[src/rtl/core/decimal_literal_parser_top_macros.svh]
// ----------------------------------------------------------------------------
// Decimal literal parser assertion macros
// Concurrent assertion wrappers that vanish when SYNTHESIS is defined.
// ----------------------------------------------------------------------------
`ifndef DECIMAL_LITERAL_PARSER_TOP_MACROS_SVH
`define DECIMAL_LITERAL_PARSER_TOP_MACROS_SVH

`ifndef SYNTHESIS

// Antecedent true implies consequent in the same cycle.
`define DLP_ASSERT_NOW(label, clk, rst_n, ante, cons) \
    label: assert property (@(posedge clk) disable iff (!rst_n) (ante) |-> (cons)) \
        else $error("decimal literal parser assertion failed");

// Antecedent true implies consequent in the following cycle.
`define DLP_ASSERT_NEXT(label, clk, rst_n, ante, cons) \
    label: assert property (@(posedge clk) disable iff (!rst_n) (ante) |=> (cons)) \
        else $error("decimal literal parser assertion failed");

`else

`define DLP_ASSERT_NOW(label, clk, rst_n, ante, cons)
`define DLP_ASSERT_NEXT(label, clk, rst_n, ante, cons)

`endif

`endif

[src/rtl/core/dlp_pkg.sv]
// ----------------------------------------------------------------------------
// Decimal literal parser package
// Field widths, character codes, parse phases, error codes and flag types.
// ----------------------------------------------------------------------------
`timescale 1ns / 1ps

package dlp_pkg;

    localparam int DLP_COUNT_BITS = 32;

    localparam int CHAR_W = 8;
    localparam int ERR_W  = 4;
    localparam int COEF_W = 63;
    localparam int EXP_W  = 64;

    localparam logic [CHAR_W-1:0] CH_0     = 8'h30;
    localparam logic [CHAR_W-1:0] CH_9     = 8'h39;
    localparam logic [CHAR_W-1:0] CH_POINT = 8'h2E;
    localparam logic [CHAR_W-1:0] CH_PLUS  = 8'h2B;
    localparam logic [CHAR_W-1:0] CH_MINUS = 8'h2D;
    localparam logic [CHAR_W-1:0] CH_E_LO  = 8'h65;
    localparam logic [CHAR_W-1:0] CH_E_UP  = 8'h45;

    // Exponent character count saturates here; only zero, one and many matter.
    localparam logic [1:0] EXP_CNT_ONE  = 2'd1;
    localparam logic [1:0] EXP_CNT_MANY = 2'd2;

    typedef enum logic [1:0] {
        PHASE_INT,
        PHASE_FRAC,
        PHASE_EXP
    } dlp_phase_t;

    typedef enum logic [ERR_W-1:0] {
        ERR_OK,
        ERR_EMPTY_SIGN,
        ERR_MULTI_EXP,
        ERR_BAD_EXP,
        ERR_EMPTY_EXP,
        ERR_MULTI_POINT,
        ERR_INCOMPLETE,
        ERR_NONDIGIT,
        ERR_ZERO,
        ERR_COEF_RANGE,
        ERR_EXP_RANGE
    } dlp_err_t;

    typedef struct packed {
        logic sign;
        logic multi_exp;
        logic bad_exp;
        logic multi_point;
        logic nondigit;
    } dlp_flags_t;

endpackage

[src/rtl/core/dlp_char_if.sv]
// ----------------------------------------------------------------------------
// Decimal literal parser character channel
// Valid/ready channel carrying one character beat of a literal.
// ----------------------------------------------------------------------------
`timescale 1ns / 1ps

interface dlp_char_if import dlp_pkg::*; ();

    logic              valid;
    logic              ready;
    logic [CHAR_W-1:0] char_code;
    logic              is_last;
    logic              is_empty;
    logic              zero_allowed;

    modport source (
        output valid, char_code, is_last, is_empty, zero_allowed,
        input  ready
    );

    modport sink (
        input  valid, char_code, is_last, is_empty, zero_allowed,
        output ready
    );

endinterface

[src/rtl/core/dlp_result_if.sv]
// ----------------------------------------------------------------------------
// Decimal literal parser result channel
// Valid/ready channel carrying one parsed literal or its error code.
// ----------------------------------------------------------------------------
`timescale 1ns / 1ps

interface dlp_result_if import dlp_pkg::*; ();

    logic              valid;
    logic              ready;
    logic [ERR_W-1:0]  err_code;
    logic [COEF_W-1:0] coefficient;
    logic signed [EXP_W-1:0] exponent;

    modport source (
        output valid, err_code, coefficient, exponent,
        input  ready
    );

    modport sink (
        input  valid, err_code, coefficient, exponent,
        output ready
    );

endinterface

[src/rtl/core/decimal_literal_parser_top.sv]
// ----------------------------------------------------------------------------
// Decimal literal parser
// Streams one literal a character per beat and emits its value or an error.
// ----------------------------------------------------------------------------
// The block accepts one character beat per cycle unless a closing beat must
// wait for a full finish stage, and emits one result beat for each literal,
// on the beat marked last or empty. A beat passes through an input register,
// then a parse stage that updates the running coefficient, fraction count,
// exponent and sticky error flags with one times-ten accumulate, then a
// finish stage that ranks the errors and forms the final exponent, and
// finally the result register. A new literal may start on the very next
// beat. The result register decouples the two sides: while a result waits
// for the sink, character beats keep flowing until a second finished
// literal would need the finish stage. Error codes follow the check order
// empty/sign, multiple exponents, bad exponent, empty exponent, multiple
// points, incomplete mantissa, nondigit, zero, coefficient range, exponent
// range; coefficient and exponent read zero on any error.
// ----------------------------------------------------------------------------
`timescale 1ns / 1ps
`include "decimal_literal_parser_top_macros.svh"

module decimal_literal_parser_top
    import dlp_pkg::*;
#(
    parameter int COUNT_BITS = DLP_COUNT_BITS
) (
    input  logic         clk,
    input  logic         rst_n,
    dlp_char_if.sink     chars,
    dlp_result_if.source results
);

    localparam int COEF_X_W = COEF_W + 5;
    localparam int EXP_X_W  = EXP_W + 4;

    // Input register stage.
    logic              in_valid_reg;
    logic [CHAR_W-1:0] in_char_reg;
    logic              in_last_reg;
    logic              in_empty_reg;
    logic              in_zero_reg;

    // Running parse state.
    logic                  first_reg;
    dlp_phase_t            phase_reg;
    logic                  point_reg;
    logic                  int_nz_reg;
    logic [COUNT_BITS-1:0] frac_reg;
    logic [COEF_W-1:0]     coef_reg;
    logic                  coef_ovf_reg;
    logic [EXP_W-1:0]      exp_mag_reg;
    logic                  exp_neg_reg;
    logic [1:0]            exp_cnt_reg;
    dlp_flags_t            flags_reg;

    // Snapshot of a finished literal for the finish stage.
    logic                  fin_valid_reg;
    logic                  fin_first_reg;
    dlp_phase_t            fin_phase_reg;
    logic                  fin_point_reg;
    logic                  fin_int_nz_reg;
    logic [COUNT_BITS-1:0] fin_frac_reg;
    logic [COEF_W-1:0]     fin_coef_reg;
    logic                  fin_coef_ovf_reg;
    logic [EXP_W-1:0]      fin_exp_mag_reg;
    logic                  fin_exp_neg_reg;
    logic [1:0]            fin_exp_cnt_reg;
    dlp_flags_t            fin_flags_reg;
    logic                  fin_zero_reg;

    // Result register.
    logic                    res_valid_reg;
    logic [ERR_W-1:0]        res_err_reg;
    logic [COEF_W-1:0]       res_coef_reg;
    logic signed [EXP_W-1:0] res_exp_reg;

    // Handshake between stages.
    logic out_free;
    logic fin_free;
    logic upd_ends;
    logic upd_fire;
    logic in_fire;

    assign out_free     = !res_valid_reg || results.ready;
    assign fin_free     = !fin_valid_reg || out_free;
    assign upd_ends     = in_last_reg || in_empty_reg;
    assign upd_fire     = in_valid_reg && (!upd_ends || fin_free);
    assign chars.ready  = !in_valid_reg || upd_fire;
    assign in_fire      = chars.valid && chars.ready;

    always_ff @(posedge clk or negedge rst_n)
    begin
        if (!rst_n)
        begin
            in_valid_reg <= 1'b0;
        end
        else if (in_fire)
        begin
            in_valid_reg <= 1'b1;
        end
        else if (upd_fire)
        begin
            in_valid_reg <= 1'b0;
        end
    end

    always_ff @(posedge clk)
    begin
        if (in_fire)
        begin
            in_char_reg  <= chars.char_code;
            in_last_reg  <= chars.is_last;
            in_empty_reg <= chars.is_empty;
            in_zero_reg  <= chars.zero_allowed;
        end
    end

    // ------------------------------------------------------------------
    // Parse stage: fold one character into the running state.
    // ------------------------------------------------------------------
    logic                  is_digit;
    logic [3:0]            digit_val;
    logic [COEF_X_W-1:0]   coef_x10;
    logic [EXP_X_W-1:0]    exp_x10;
    logic [EXP_X_W-1:0]    exp_lim;
    logic                  coef_fits;
    logic                  exp_fits;
    logic [COUNT_BITS-1:0] frac_inc;
    logic [1:0]            exp_cnt_inc;

    logic                  first_next;
    dlp_phase_t            phase_next;
    logic                  point_next;
    logic                  int_nz_next;
    logic [COUNT_BITS-1:0] frac_next;
    logic [COEF_W-1:0]     coef_next;
    logic                  coef_ovf_next;
    logic [EXP_W-1:0]      exp_mag_next;
    logic                  exp_neg_next;
    logic [1:0]            exp_cnt_next;
    dlp_flags_t            flags_next;

    assign is_digit  = (in_char_reg >= CH_0) && (in_char_reg <= CH_9);
    assign digit_val = is_digit ? in_char_reg[3:0] : 4'd0;

    assign coef_x10 = ({5'd0, coef_reg} << 3) + ({5'd0, coef_reg} << 1)
                    + {{(COEF_X_W-4){1'b0}}, digit_val};
    assign coef_fits = (coef_x10[COEF_X_W-1:COEF_W] == '0);

    assign exp_x10 = ({4'd0, exp_mag_reg} << 3) + ({4'd0, exp_mag_reg} << 1)
                   + {{(EXP_X_W-4){1'b0}}, digit_val};
    // A negative exponent may reach one more in magnitude than a positive one.
    assign exp_lim = exp_neg_reg ? {4'd0, 1'b1, {(EXP_W-1){1'b0}}}
                                 : {5'd0, {(EXP_W-1){1'b1}}};
    assign exp_fits = (exp_x10 <= exp_lim);

    assign frac_inc    = (frac_reg == '1) ? frac_reg : frac_reg + 1'b1;
    assign exp_cnt_inc = (exp_cnt_reg == EXP_CNT_MANY) ? EXP_CNT_MANY
                                                       : exp_cnt_reg + 2'd1;

    always_comb
    begin
        first_next    = first_reg;
        phase_next    = phase_reg;
        point_next    = point_reg;
        int_nz_next   = int_nz_reg;
        frac_next     = frac_reg;
        coef_next     = coef_reg;
        coef_ovf_next = coef_ovf_reg;
        exp_mag_next  = exp_mag_reg;
        exp_neg_next  = exp_neg_reg;
        exp_cnt_next  = exp_cnt_reg;
        flags_next    = flags_reg;

        if (!in_empty_reg)
        begin
            if (first_reg)
            begin
                first_next = 1'b0;
                if ((in_char_reg == CH_PLUS) || (in_char_reg == CH_MINUS))
                begin
                    flags_next.sign = 1'b1;
                end
            end

            priority if ((in_char_reg == CH_E_LO) || (in_char_reg == CH_E_UP))
            begin
                if (phase_reg == PHASE_EXP)
                begin
                    flags_next.multi_exp = 1'b1;
                end
                else
                begin
                    phase_next = PHASE_EXP;
                end
            end
            else if (phase_reg == PHASE_EXP)
            begin
                priority if ((exp_cnt_reg == 2'd0) && (in_char_reg == CH_MINUS))
                begin
                    exp_neg_next = 1'b1;
                end
                else if (is_digit)
                begin
                    if (!flags_reg.bad_exp)
                    begin
                        if (exp_fits)
                        begin
                            exp_mag_next = exp_x10[EXP_W-1:0];
                        end
                        else
                        begin
                            flags_next.bad_exp = 1'b1;
                        end
                    end
                end
                else
                begin
                    flags_next.bad_exp = 1'b1;
                end
                exp_cnt_next = exp_cnt_inc;
            end
            else if ((in_char_reg == CH_POINT) && (phase_reg == PHASE_INT))
            begin
                phase_next = PHASE_FRAC;
                point_next = 1'b1;
            end
            else
            begin
                if (phase_reg == PHASE_INT)
                begin
                    int_nz_next = 1'b1;
                end
                else
                begin
                    frac_next = frac_inc;
                end

                priority if (in_char_reg == CH_POINT)
                begin
                    flags_next.multi_point = 1'b1;
                end
                else if (!is_digit)
                begin
                    flags_next.nondigit = 1'b1;
                end
                else if (!coef_ovf_reg)
                begin
                    if (coef_fits)
                    begin
                        coef_next = coef_x10[COEF_W-1:0];
                    end
                    else
                    begin
                        coef_ovf_next = 1'b1;
                    end
                end
            end
        end
    end

    always_ff @(posedge clk or negedge rst_n)
    begin
        if (!rst_n)
        begin
            first_reg    <= 1'b1;
            phase_reg    <= PHASE_INT;
            point_reg    <= 1'b0;
            int_nz_reg   <= 1'b0;
            frac_reg     <= '0;
            coef_reg     <= '0;
            coef_ovf_reg <= 1'b0;
            exp_mag_reg  <= '0;
            exp_neg_reg  <= 1'b0;
            exp_cnt_reg  <= 2'd0;
            flags_reg    <= '0;
        end
        else if (upd_fire)
        begin
            if (upd_ends)
            begin
                // The literal is closed: start the next one from scratch.
                first_reg    <= 1'b1;
                phase_reg    <= PHASE_INT;
                point_reg    <= 1'b0;
                int_nz_reg   <= 1'b0;
                frac_reg     <= '0;
                coef_reg     <= '0;
                coef_ovf_reg <= 1'b0;
                exp_mag_reg  <= '0;
                exp_neg_reg  <= 1'b0;
                exp_cnt_reg  <= 2'd0;
                flags_reg    <= '0;
            end
            else
            begin
                first_reg    <= first_next;
                phase_reg    <= phase_next;
                point_reg    <= point_next;
                int_nz_reg   <= int_nz_next;
                frac_reg     <= frac_next;
                coef_reg     <= coef_next;
                coef_ovf_reg <= coef_ovf_next;
                exp_mag_reg  <= exp_mag_next;
                exp_neg_reg  <= exp_neg_next;
                exp_cnt_reg  <= exp_cnt_next;
                flags_reg    <= flags_next;
            end
        end
    end

    // ------------------------------------------------------------------
    // Finish stage: hold the closed literal until the result register frees.
    // ------------------------------------------------------------------
    always_ff @(posedge clk or negedge rst_n)
    begin
        if (!rst_n)
        begin
            fin_valid_reg <= 1'b0;
        end
        else if (fin_free)
        begin
            fin_valid_reg <= upd_fire && upd_ends;
        end
    end

    always_ff @(posedge clk)
    begin
        if (upd_fire && upd_ends)
        begin
            fin_first_reg    <= first_next;
            fin_phase_reg    <= phase_next;
            fin_point_reg    <= point_next;
            fin_int_nz_reg   <= int_nz_next;
            fin_frac_reg     <= frac_next;
            fin_coef_reg     <= coef_next;
            fin_coef_ovf_reg <= coef_ovf_next;
            fin_exp_mag_reg  <= exp_mag_next;
            fin_exp_neg_reg  <= exp_neg_next;
            fin_exp_cnt_reg  <= exp_cnt_next;
            fin_flags_reg    <= flags_next;
            fin_zero_reg     <= in_zero_reg;
        end
    end

    logic [EXP_W-1:0]        explicit_exp;
    logic signed [EXP_W:0]   exp_diff;
    logic                    exp_in_range;
    dlp_err_t                fin_err;
    logic [COEF_W-1:0]       fin_coef;
    logic signed [EXP_W-1:0] fin_exp;

    // Two's complement of the magnitude covers the most negative value too.
    assign explicit_exp = fin_exp_neg_reg ? (~fin_exp_mag_reg + 1'b1) : fin_exp_mag_reg;
    assign exp_diff = $signed({explicit_exp[EXP_W-1], explicit_exp})
                    - $signed({{(EXP_W+1-COUNT_BITS){1'b0}}, fin_frac_reg});
    assign exp_in_range = (exp_diff[EXP_W] == exp_diff[EXP_W-1]);

    always_comb
    begin
        fin_err  = ERR_OK;
        fin_coef = '0;
        fin_exp  = '0;
        priority if (fin_first_reg || fin_flags_reg.sign)
        begin
            fin_err = ERR_EMPTY_SIGN;
        end
        else if (fin_flags_reg.multi_exp)
        begin
            fin_err = ERR_MULTI_EXP;
        end
        else if ((fin_phase_reg == PHASE_EXP) && (fin_exp_cnt_reg != 2'd0)
                 && (fin_flags_reg.bad_exp
                     || (fin_exp_neg_reg && (fin_exp_cnt_reg == EXP_CNT_ONE))))
        begin
            fin_err = ERR_BAD_EXP;
        end
        else if ((fin_phase_reg == PHASE_EXP) && (fin_exp_cnt_reg == 2'd0))
        begin
            fin_err = ERR_EMPTY_EXP;
        end
        else if (fin_flags_reg.multi_point)
        begin
            fin_err = ERR_MULTI_POINT;
        end
        else if (!fin_int_nz_reg || (fin_point_reg && (fin_frac_reg == '0)))
        begin
            fin_err = ERR_INCOMPLETE;
        end
        else if (fin_flags_reg.nondigit)
        begin
            fin_err = ERR_NONDIGIT;
        end
        else if (!fin_coef_ovf_reg && (fin_coef_reg == '0))
        begin
            // An all-zero value reports zero for both fields when allowed.
            fin_err = fin_zero_reg ? ERR_OK : ERR_ZERO;
        end
        else if (fin_coef_ovf_reg)
        begin
            fin_err = ERR_COEF_RANGE;
        end
        else if (!exp_in_range)
        begin
            fin_err = ERR_EXP_RANGE;
        end
        else
        begin
            fin_err  = ERR_OK;
            fin_coef = fin_coef_reg;
            fin_exp  = exp_diff[EXP_W-1:0];
        end
    end

    // ------------------------------------------------------------------
    // Result register.
    // ------------------------------------------------------------------
    always_ff @(posedge clk or negedge rst_n)
    begin
        if (!rst_n)
        begin
            res_valid_reg <= 1'b0;
        end
        else if (out_free)
        begin
            res_valid_reg <= fin_valid_reg;
        end
    end

    always_ff @(posedge clk)
    begin
        if (fin_valid_reg && out_free)
        begin
            res_err_reg  <= fin_err;
            res_coef_reg <= fin_coef;
            res_exp_reg  <= fin_exp;
        end
    end

    assign results.valid       = res_valid_reg;
    assign results.err_code    = res_err_reg;
    assign results.coefficient = res_coef_reg;
    assign results.exponent    = res_exp_reg;

    // ------------------------------------------------------------------
    // Assertions.
    // ------------------------------------------------------------------
    logic lit_closed;
    logic parse_clear;
    logic fin_stall;
    logic fin_is_err;
    logic fin_zeroed;

    assign lit_closed  = upd_fire && upd_ends;
    assign parse_clear = first_reg && (phase_reg == PHASE_INT) && (flags_reg == '0)
                         && (coef_reg == '0);
    assign fin_stall   = fin_valid_reg && !out_free;
    assign fin_is_err  = fin_valid_reg && (fin_err != ERR_OK);
    assign fin_zeroed  = (fin_coef == '0) && (fin_exp == '0);

    `DLP_ASSERT_NEXT(a_state_clears, clk, rst_n, lit_closed, parse_clear)
    `DLP_ASSERT_NEXT(a_fin_holds, clk, rst_n, fin_stall, fin_valid_reg && $stable(fin_coef_reg))
    `DLP_ASSERT_NEXT(a_flags_hold, clk, rst_n, fin_stall, $stable(fin_flags_reg))
    `DLP_ASSERT_NOW(a_error_zeroes, clk, rst_n, fin_is_err, fin_zeroed)

endmodule

[src/flat_wrapper.sv]
// flat-port wrapper written by rule: the top's interface ports become plain ports
module decimal_literal_parser_top_flat import dlp_pkg::*;
#(
    parameter int COUNT_BITS = DLP_COUNT_BITS
)
  (clk, rst_n, chars_valid, chars_char_code, chars_is_last, chars_is_empty, chars_zero_allowed, chars_ready, results_valid, results_err_code, results_coefficient, results_exponent, results_ready);
  dlp_char_if chars_i ();
  dlp_result_if results_i ();
  input  logic clk;
  input  logic rst_n;
  input wire logic [$bits(chars_i.valid)-1:0] chars_valid;
  input wire logic [$bits(chars_i.char_code)-1:0] chars_char_code;
  input wire logic [$bits(chars_i.is_last)-1:0] chars_is_last;
  input wire logic [$bits(chars_i.is_empty)-1:0] chars_is_empty;
  input wire logic [$bits(chars_i.zero_allowed)-1:0] chars_zero_allowed;
  output wire logic [$bits(chars_i.ready)-1:0] chars_ready;
  output wire logic [$bits(results_i.valid)-1:0] results_valid;
  output wire logic [$bits(results_i.err_code)-1:0] results_err_code;
  output wire logic [$bits(results_i.coefficient)-1:0] results_coefficient;
  output wire logic [$bits(results_i.exponent)-1:0] results_exponent;
  input wire logic [$bits(results_i.ready)-1:0] results_ready;
  assign chars_i.valid = chars_valid;
  assign chars_i.char_code = chars_char_code;
  assign chars_i.is_last = chars_is_last;
  assign chars_i.is_empty = chars_is_empty;
  assign chars_i.zero_allowed = chars_zero_allowed;
  assign chars_ready = chars_i.ready;
  assign results_valid = results_i.valid;
  assign results_err_code = results_i.err_code;
  assign results_coefficient = results_i.coefficient;
  assign results_exponent = results_i.exponent;
  assign results_i.ready = results_ready;
  decimal_literal_parser_top #(.COUNT_BITS(COUNT_BITS)) u_core (.clk(clk), .rst_n(rst_n), .chars(chars_i), .results(results_i));
endmodule
[config.mk]
export PLATFORM = sky130hd
export DESIGN_NAME = decimal_literal_parser_top_flat
export DESIGN_NICKNAME = d
export VERILOG_FILES = /design/src/rtl/core/dlp_pkg.sv /design/src/rtl/core/dlp_char_if.sv /design/src/rtl/core/dlp_result_if.sv /design/src/rtl/core/decimal_literal_parser_top.sv /design/src/flat_wrapper.sv
export VERILOG_INCLUDE_DIRS = /design/src /design/src/rtl/core
export SDC_FILE = /design/constraint.sdc
export NUM_CORES = 1
export LEC_CHECK = 0
export BUFFER_PORTS_ARGS = -buffer_cell sky130_fd_sc_hd__buf_2
export CAP_MARGIN = 20
export CORE_UTILIZATION = 45
export CTS_CLUSTER_DIAMETER = 40
export DETAILED_ROUTE_END_ITERATION = 8
export GPL_TIMING_DRIVEN = 0
export SYNTH_ARGS = -nofsm -noshare
export SYNTH_HDL_FRONTEND = slang
export SYNTH_SLANG_ARGS = --single-unit
export TNS_END_PERCENT = 10
[constraint.sdc]
create_clock -name clk -period 19.5 [get_ports clk]
set_clock_uncertainty 0.1 [all_clocks]
set_input_delay 0.975 -clock clk [delete_from_list [all_inputs] [get_ports clk]]
set_output_delay 0.975 -clock clk [all_outputs]
set_load 0.005 [all_outputs]
==> implementation parameters <==
Parameter                              Value

GRT
  Wire length of the first global-routing pass    163500 um
  All-layer global routing usage    0.2657
  Number of global-route vias before repair    28.05k
  Antenna violations before repair    1
  Maximum number of pins on one net before global-route repair    around 100
  Total grt overflow    0

Timing
  Max-Slew Margin vs Limit    0.1885
  Actual slew at the worst max-slew pin    between 1 and 1.5 ns
  Time the final worst path needs with I/O delays and setup    9.818 ns
  Final count of hold timing violations    0
  FMAX    0.1019 GHz
  Final setup vio count    0
  Unrepaired setup endpoints after global routing    false
  Final slew viol count    0
  Final-layout setup total negative slack    0 ns
  Share of the clock period used by the worst path    0.5035

Setup path
  Gate family responsible for the most delay along the worst path    compound AO/OA/AOI/OAI gates
  Termination of the worst setup path    u_core.exp_mag_reg[0]$_DFFE_PN0P_
  Arrival time at the worst endpoint    10.29 ns
  Setup Crit Path Kind    reg2reg
  R2r endpoint    u_core.exp_mag_reg[0]$_DFFE_PN0P_
  Kind of launch point of the worst setup path    register
  Critical path startpoint    u_core.in_char_reg[7]$_DFFE_PP_
  Slack of the worst reg-to-reg path    9.68 ns
  Number of cells on the critical path    29
  Maximum fanout along the worst path    10
  Library cell contributing the largest single delay on the critical path    o311ai_0
  Worst Path Required    around 20 ns
  Type of element capturing the critical path    register
  Count of buffering cells on the critical path with inverters included    3
  Max stage delay on crit path    0.89 ns
  Worst r2r src    u_core.in_char_reg[7]$_DFFE_PP_
  Number of cell instances on the worst register-to-register path    29

Route
  Via total after detailed routing    29.56k
  Drt first pass iters    6
  Iteration-0 DRC Markers    around 2.1k
  Routed wire length    106900 um
  Antenna viol nets, final    0
  Avg WL per Cell    21.32 um
  Post-route DRC violation count    0
  Routed vias/inst    5.895

Die
  Starting utilization of the core area    0.4560
  Area enclosed by the die boundary    79760 sq um
  Placeable core area    77590 sq um
  Vertical extent of the die    approximately 280 um
  Cell row count    roughly 100
  # IOs    about 150
  Chip width    282.4 um

Placed design
  Last weighted congestion value of the routability-driven placer    between 0.9 and 1
  Count of input and output buffers    147
  HPWL after detailed placement    83370 um

CTS
  Number of clock sinks    492
  Setup fix buffers added after clock tree synthesis    0
  Clk slew on worst S/H paths    around 0.050 ns
  CTS tree    done
  Post-CTS resize count    0
  Buffers from clock root to sink, at most    3
  Clock tree root buffer cell    clkbuf_16
  Insertion delay to the later sink of the worst-skew pair    0.66 ns
  CTS H-tree lvls    3
  Total CTS buffers    83
  Hold buffer count at CTS    0

Yosys
  Part of the Yosys area used for sequential elements    0.3927
  Async S/R FF share, synth    0.3577
  #FFs+latches synth    just under 500
  Main synth FF type    edfxtp_1
  Library cells used by synthesis    106
  Instance count of the mapped netlist    3662
  Summed instance area of the synthesized netlist    35390 sq um
  Yosys synthesis warning count    0
  Number of flops mapped to enable cells by yosys    ~320
  Mean cell area of the mapped netlist    between 9 and 10 sq um
  Number of nets in the synthesized netlist    3972

Finish
  Share of cells above drive strength 1    0.1225
  Nets    between 4k and 5k
  Layout overhead on the synthesized area    14.74%
  # fillers    7226

Pwr
  Peak supply drop    0.00007063 V
  Total power draw    3.152 mW
  Leak    18.14 nW
  Power per unit of standard cell area    77.63 nW/um^2

Worst hold path
  Worst min-delay path class    in2async

Status
  Result of the run    finished clean

Run
  Max capacitance violation total    0
## cells in the final DEF, fill, tap and decap left out, drive strengths merged, types with 135 or more instances in the layout
master / n
a21oi: 209
a22o: 135
buf: 201
clkbuf: 211
dfrtp: 175
edfxtp: 316
ha: 291
nand2: 404
nor2: 252
o21ai: 198
xnor2: 204
## cell usage after synthesis, types with 8 or more instances
| cell type | count | area (sq um) |
|---|---|---|
| nand3_1 | 86 | 430.4 |
| o21a_1 | 26 | 195.2 |
| a31oi_1 | 19 | 118.9 |
| nand3b_1 | 9 | 67.56 |
| o211a_1 | 10 | 100.1 |
| nor4_1 | 50 | 312.8 |
| o21bai_1 | 22 | 165.2 |
| o211ai_1 | 18 | 135.1 |
| a221o_1 | 9 | 90.09 |
| and3_1 | 92 | 575.6 |
| dfrtp_1 | 175 | 4379 |
| or2_2 | 15 | 93.84 |
| nor3b_1 | 8 | 60.06 |
| o21ai_1 | 23 | 115.1 |
| a21boi_0 | 12 | 90.09 |
| mux2i_1 | 9 | 90.09 |
| inv_1 | 99 | 371.6 |
| a2111oi_0 | 8 | 70.07 |
| or4_1 | 12 | 90.09 |
| xnor2_1 | 203 | 1778 |
| edfxtp_1 | 316 | 9489 |
| xor2_1 | 112 | 980.9 |
| a211oi_1 | 30 | 225.2 |
| a22o_1 | 135 | 1182 |
| nor2_1 | 252 | 945.9 |
| clkbuf_1 | 118 | 442.9 |
| a211o_1 | 10 | 87.58 |
| o41ai_1 | 9 | 78.83 |
| nor3_1 | 58 | 290.3 |
| nor2b_1 | 24 | 150.1 |
| a21o_1 | 113 | 848.3 |
| a21oi_1 | 208 | 1041 |
| and4_1 | 21 | 183.9 |
| nand4_1 | 98 | 613.1 |
| nand2_1 | 404 | 1516 |
| o21ai_0 | 173 | 865.8 |
| buf_2 | 33 | 165.2 |
| o31ai_1 | 35 | 262.8 |
| mux2_2 | 78 | 878.3 |
| and2_1 | 31 | 193.9 |
| nand2b_1 | 35 | 219.0 |
| or3_1 | 19 | 118.9 |
| ha_1 | 291 | 3641 |
## through the flow
step,setup slack (ns),std cells,utilization,cell area [sq um],hold WS (ns)
3_5_place_dp,9.927,4860,0.4850,37630,0.3140
3_3_place_gp,9.955,4849,0.4823,37420,0.3098
2_1_floorplan,12.76,3662,-,35390,0.3003
5_1_grt,9.268,5014,0.5232,40600,0.2821
6_report,9.682,5015,0.5233,40600,0.2258
4_1_cts,9.849,5014,0.5232,40600,0.2546
## power by group
part | leakage, nW | total, mW | internal, mW | switching (mW)
Sequential | 5.60 | 1.24 | 1.20 | 0.0413
Clock | 1.42 | 1.54 | 0.946 | 0.590
Combinational | 11.1 | 0.375 | 0.135 | 0.241
## metal layers
metal  vias up  global-route usage  wire, um
met2       799              0.4426     50540
met4         0             0.08912      3624
met1     14320              0.3533     47610
met3       181             0.03725      5142
met5         -                   0         0
li1      14270                   -         -
## worst min-delay path by stage
stage,startpoint,endpoint,slack [ns]
floorplan,u_core.in_zero_reg$_DFFE_PP_,u_core.fin_zero_reg$_DFFE_PP_,0.30
global placement,u_core.in_zero_reg$_DFFE_PP_,u_core.fin_zero_reg$_DFFE_PP_,0.31
detailed placement,u_core.in_zero_reg$_DFFE_PP_,u_core.fin_zero_reg$_DFFE_PP_,0.31
CTS,rst_n,u_core.exp_mag_reg[55]$_DFFE_PN0P_,0.25
global route,rst_n,u_core.exp_mag_reg[56]$_DFFE_PN0P_,0.28
finish,rst_n,u_core.exp_mag_reg[55]$_DFFE_PN0P_,0.23
## area by class of cell
class,count,area (sq um),share of cell area
Antenna cell,1,2.502,0.00006163
Buffer,161,679.4,0.01673
Clock buffer,93,2165,0.05331
Clock inverter,61,803.3,0.01978
Inverter,99,379.1,0.009337
Multi-Input combinational cell,2910,20450,0.5036
Sequential cell,492,13900,0.3422
Tap cell,1040,1301,0.03205
Timing Repair Buffer,158,928.4,0.02287
## cells by family after synthesis
logic type | share of synthesized area
XOR/XNOR | 0.07843
flip-flops | 0.3927
buffers and inverters | 0.02970
adder cells (fa/ha/maj) | 0.1054
multiplexers | 0.02737
AO/OA/AOI/OAI | 0.1899
AND/OR/NAND/NOR | 0.1765
(Power assumes the default switching activity.)
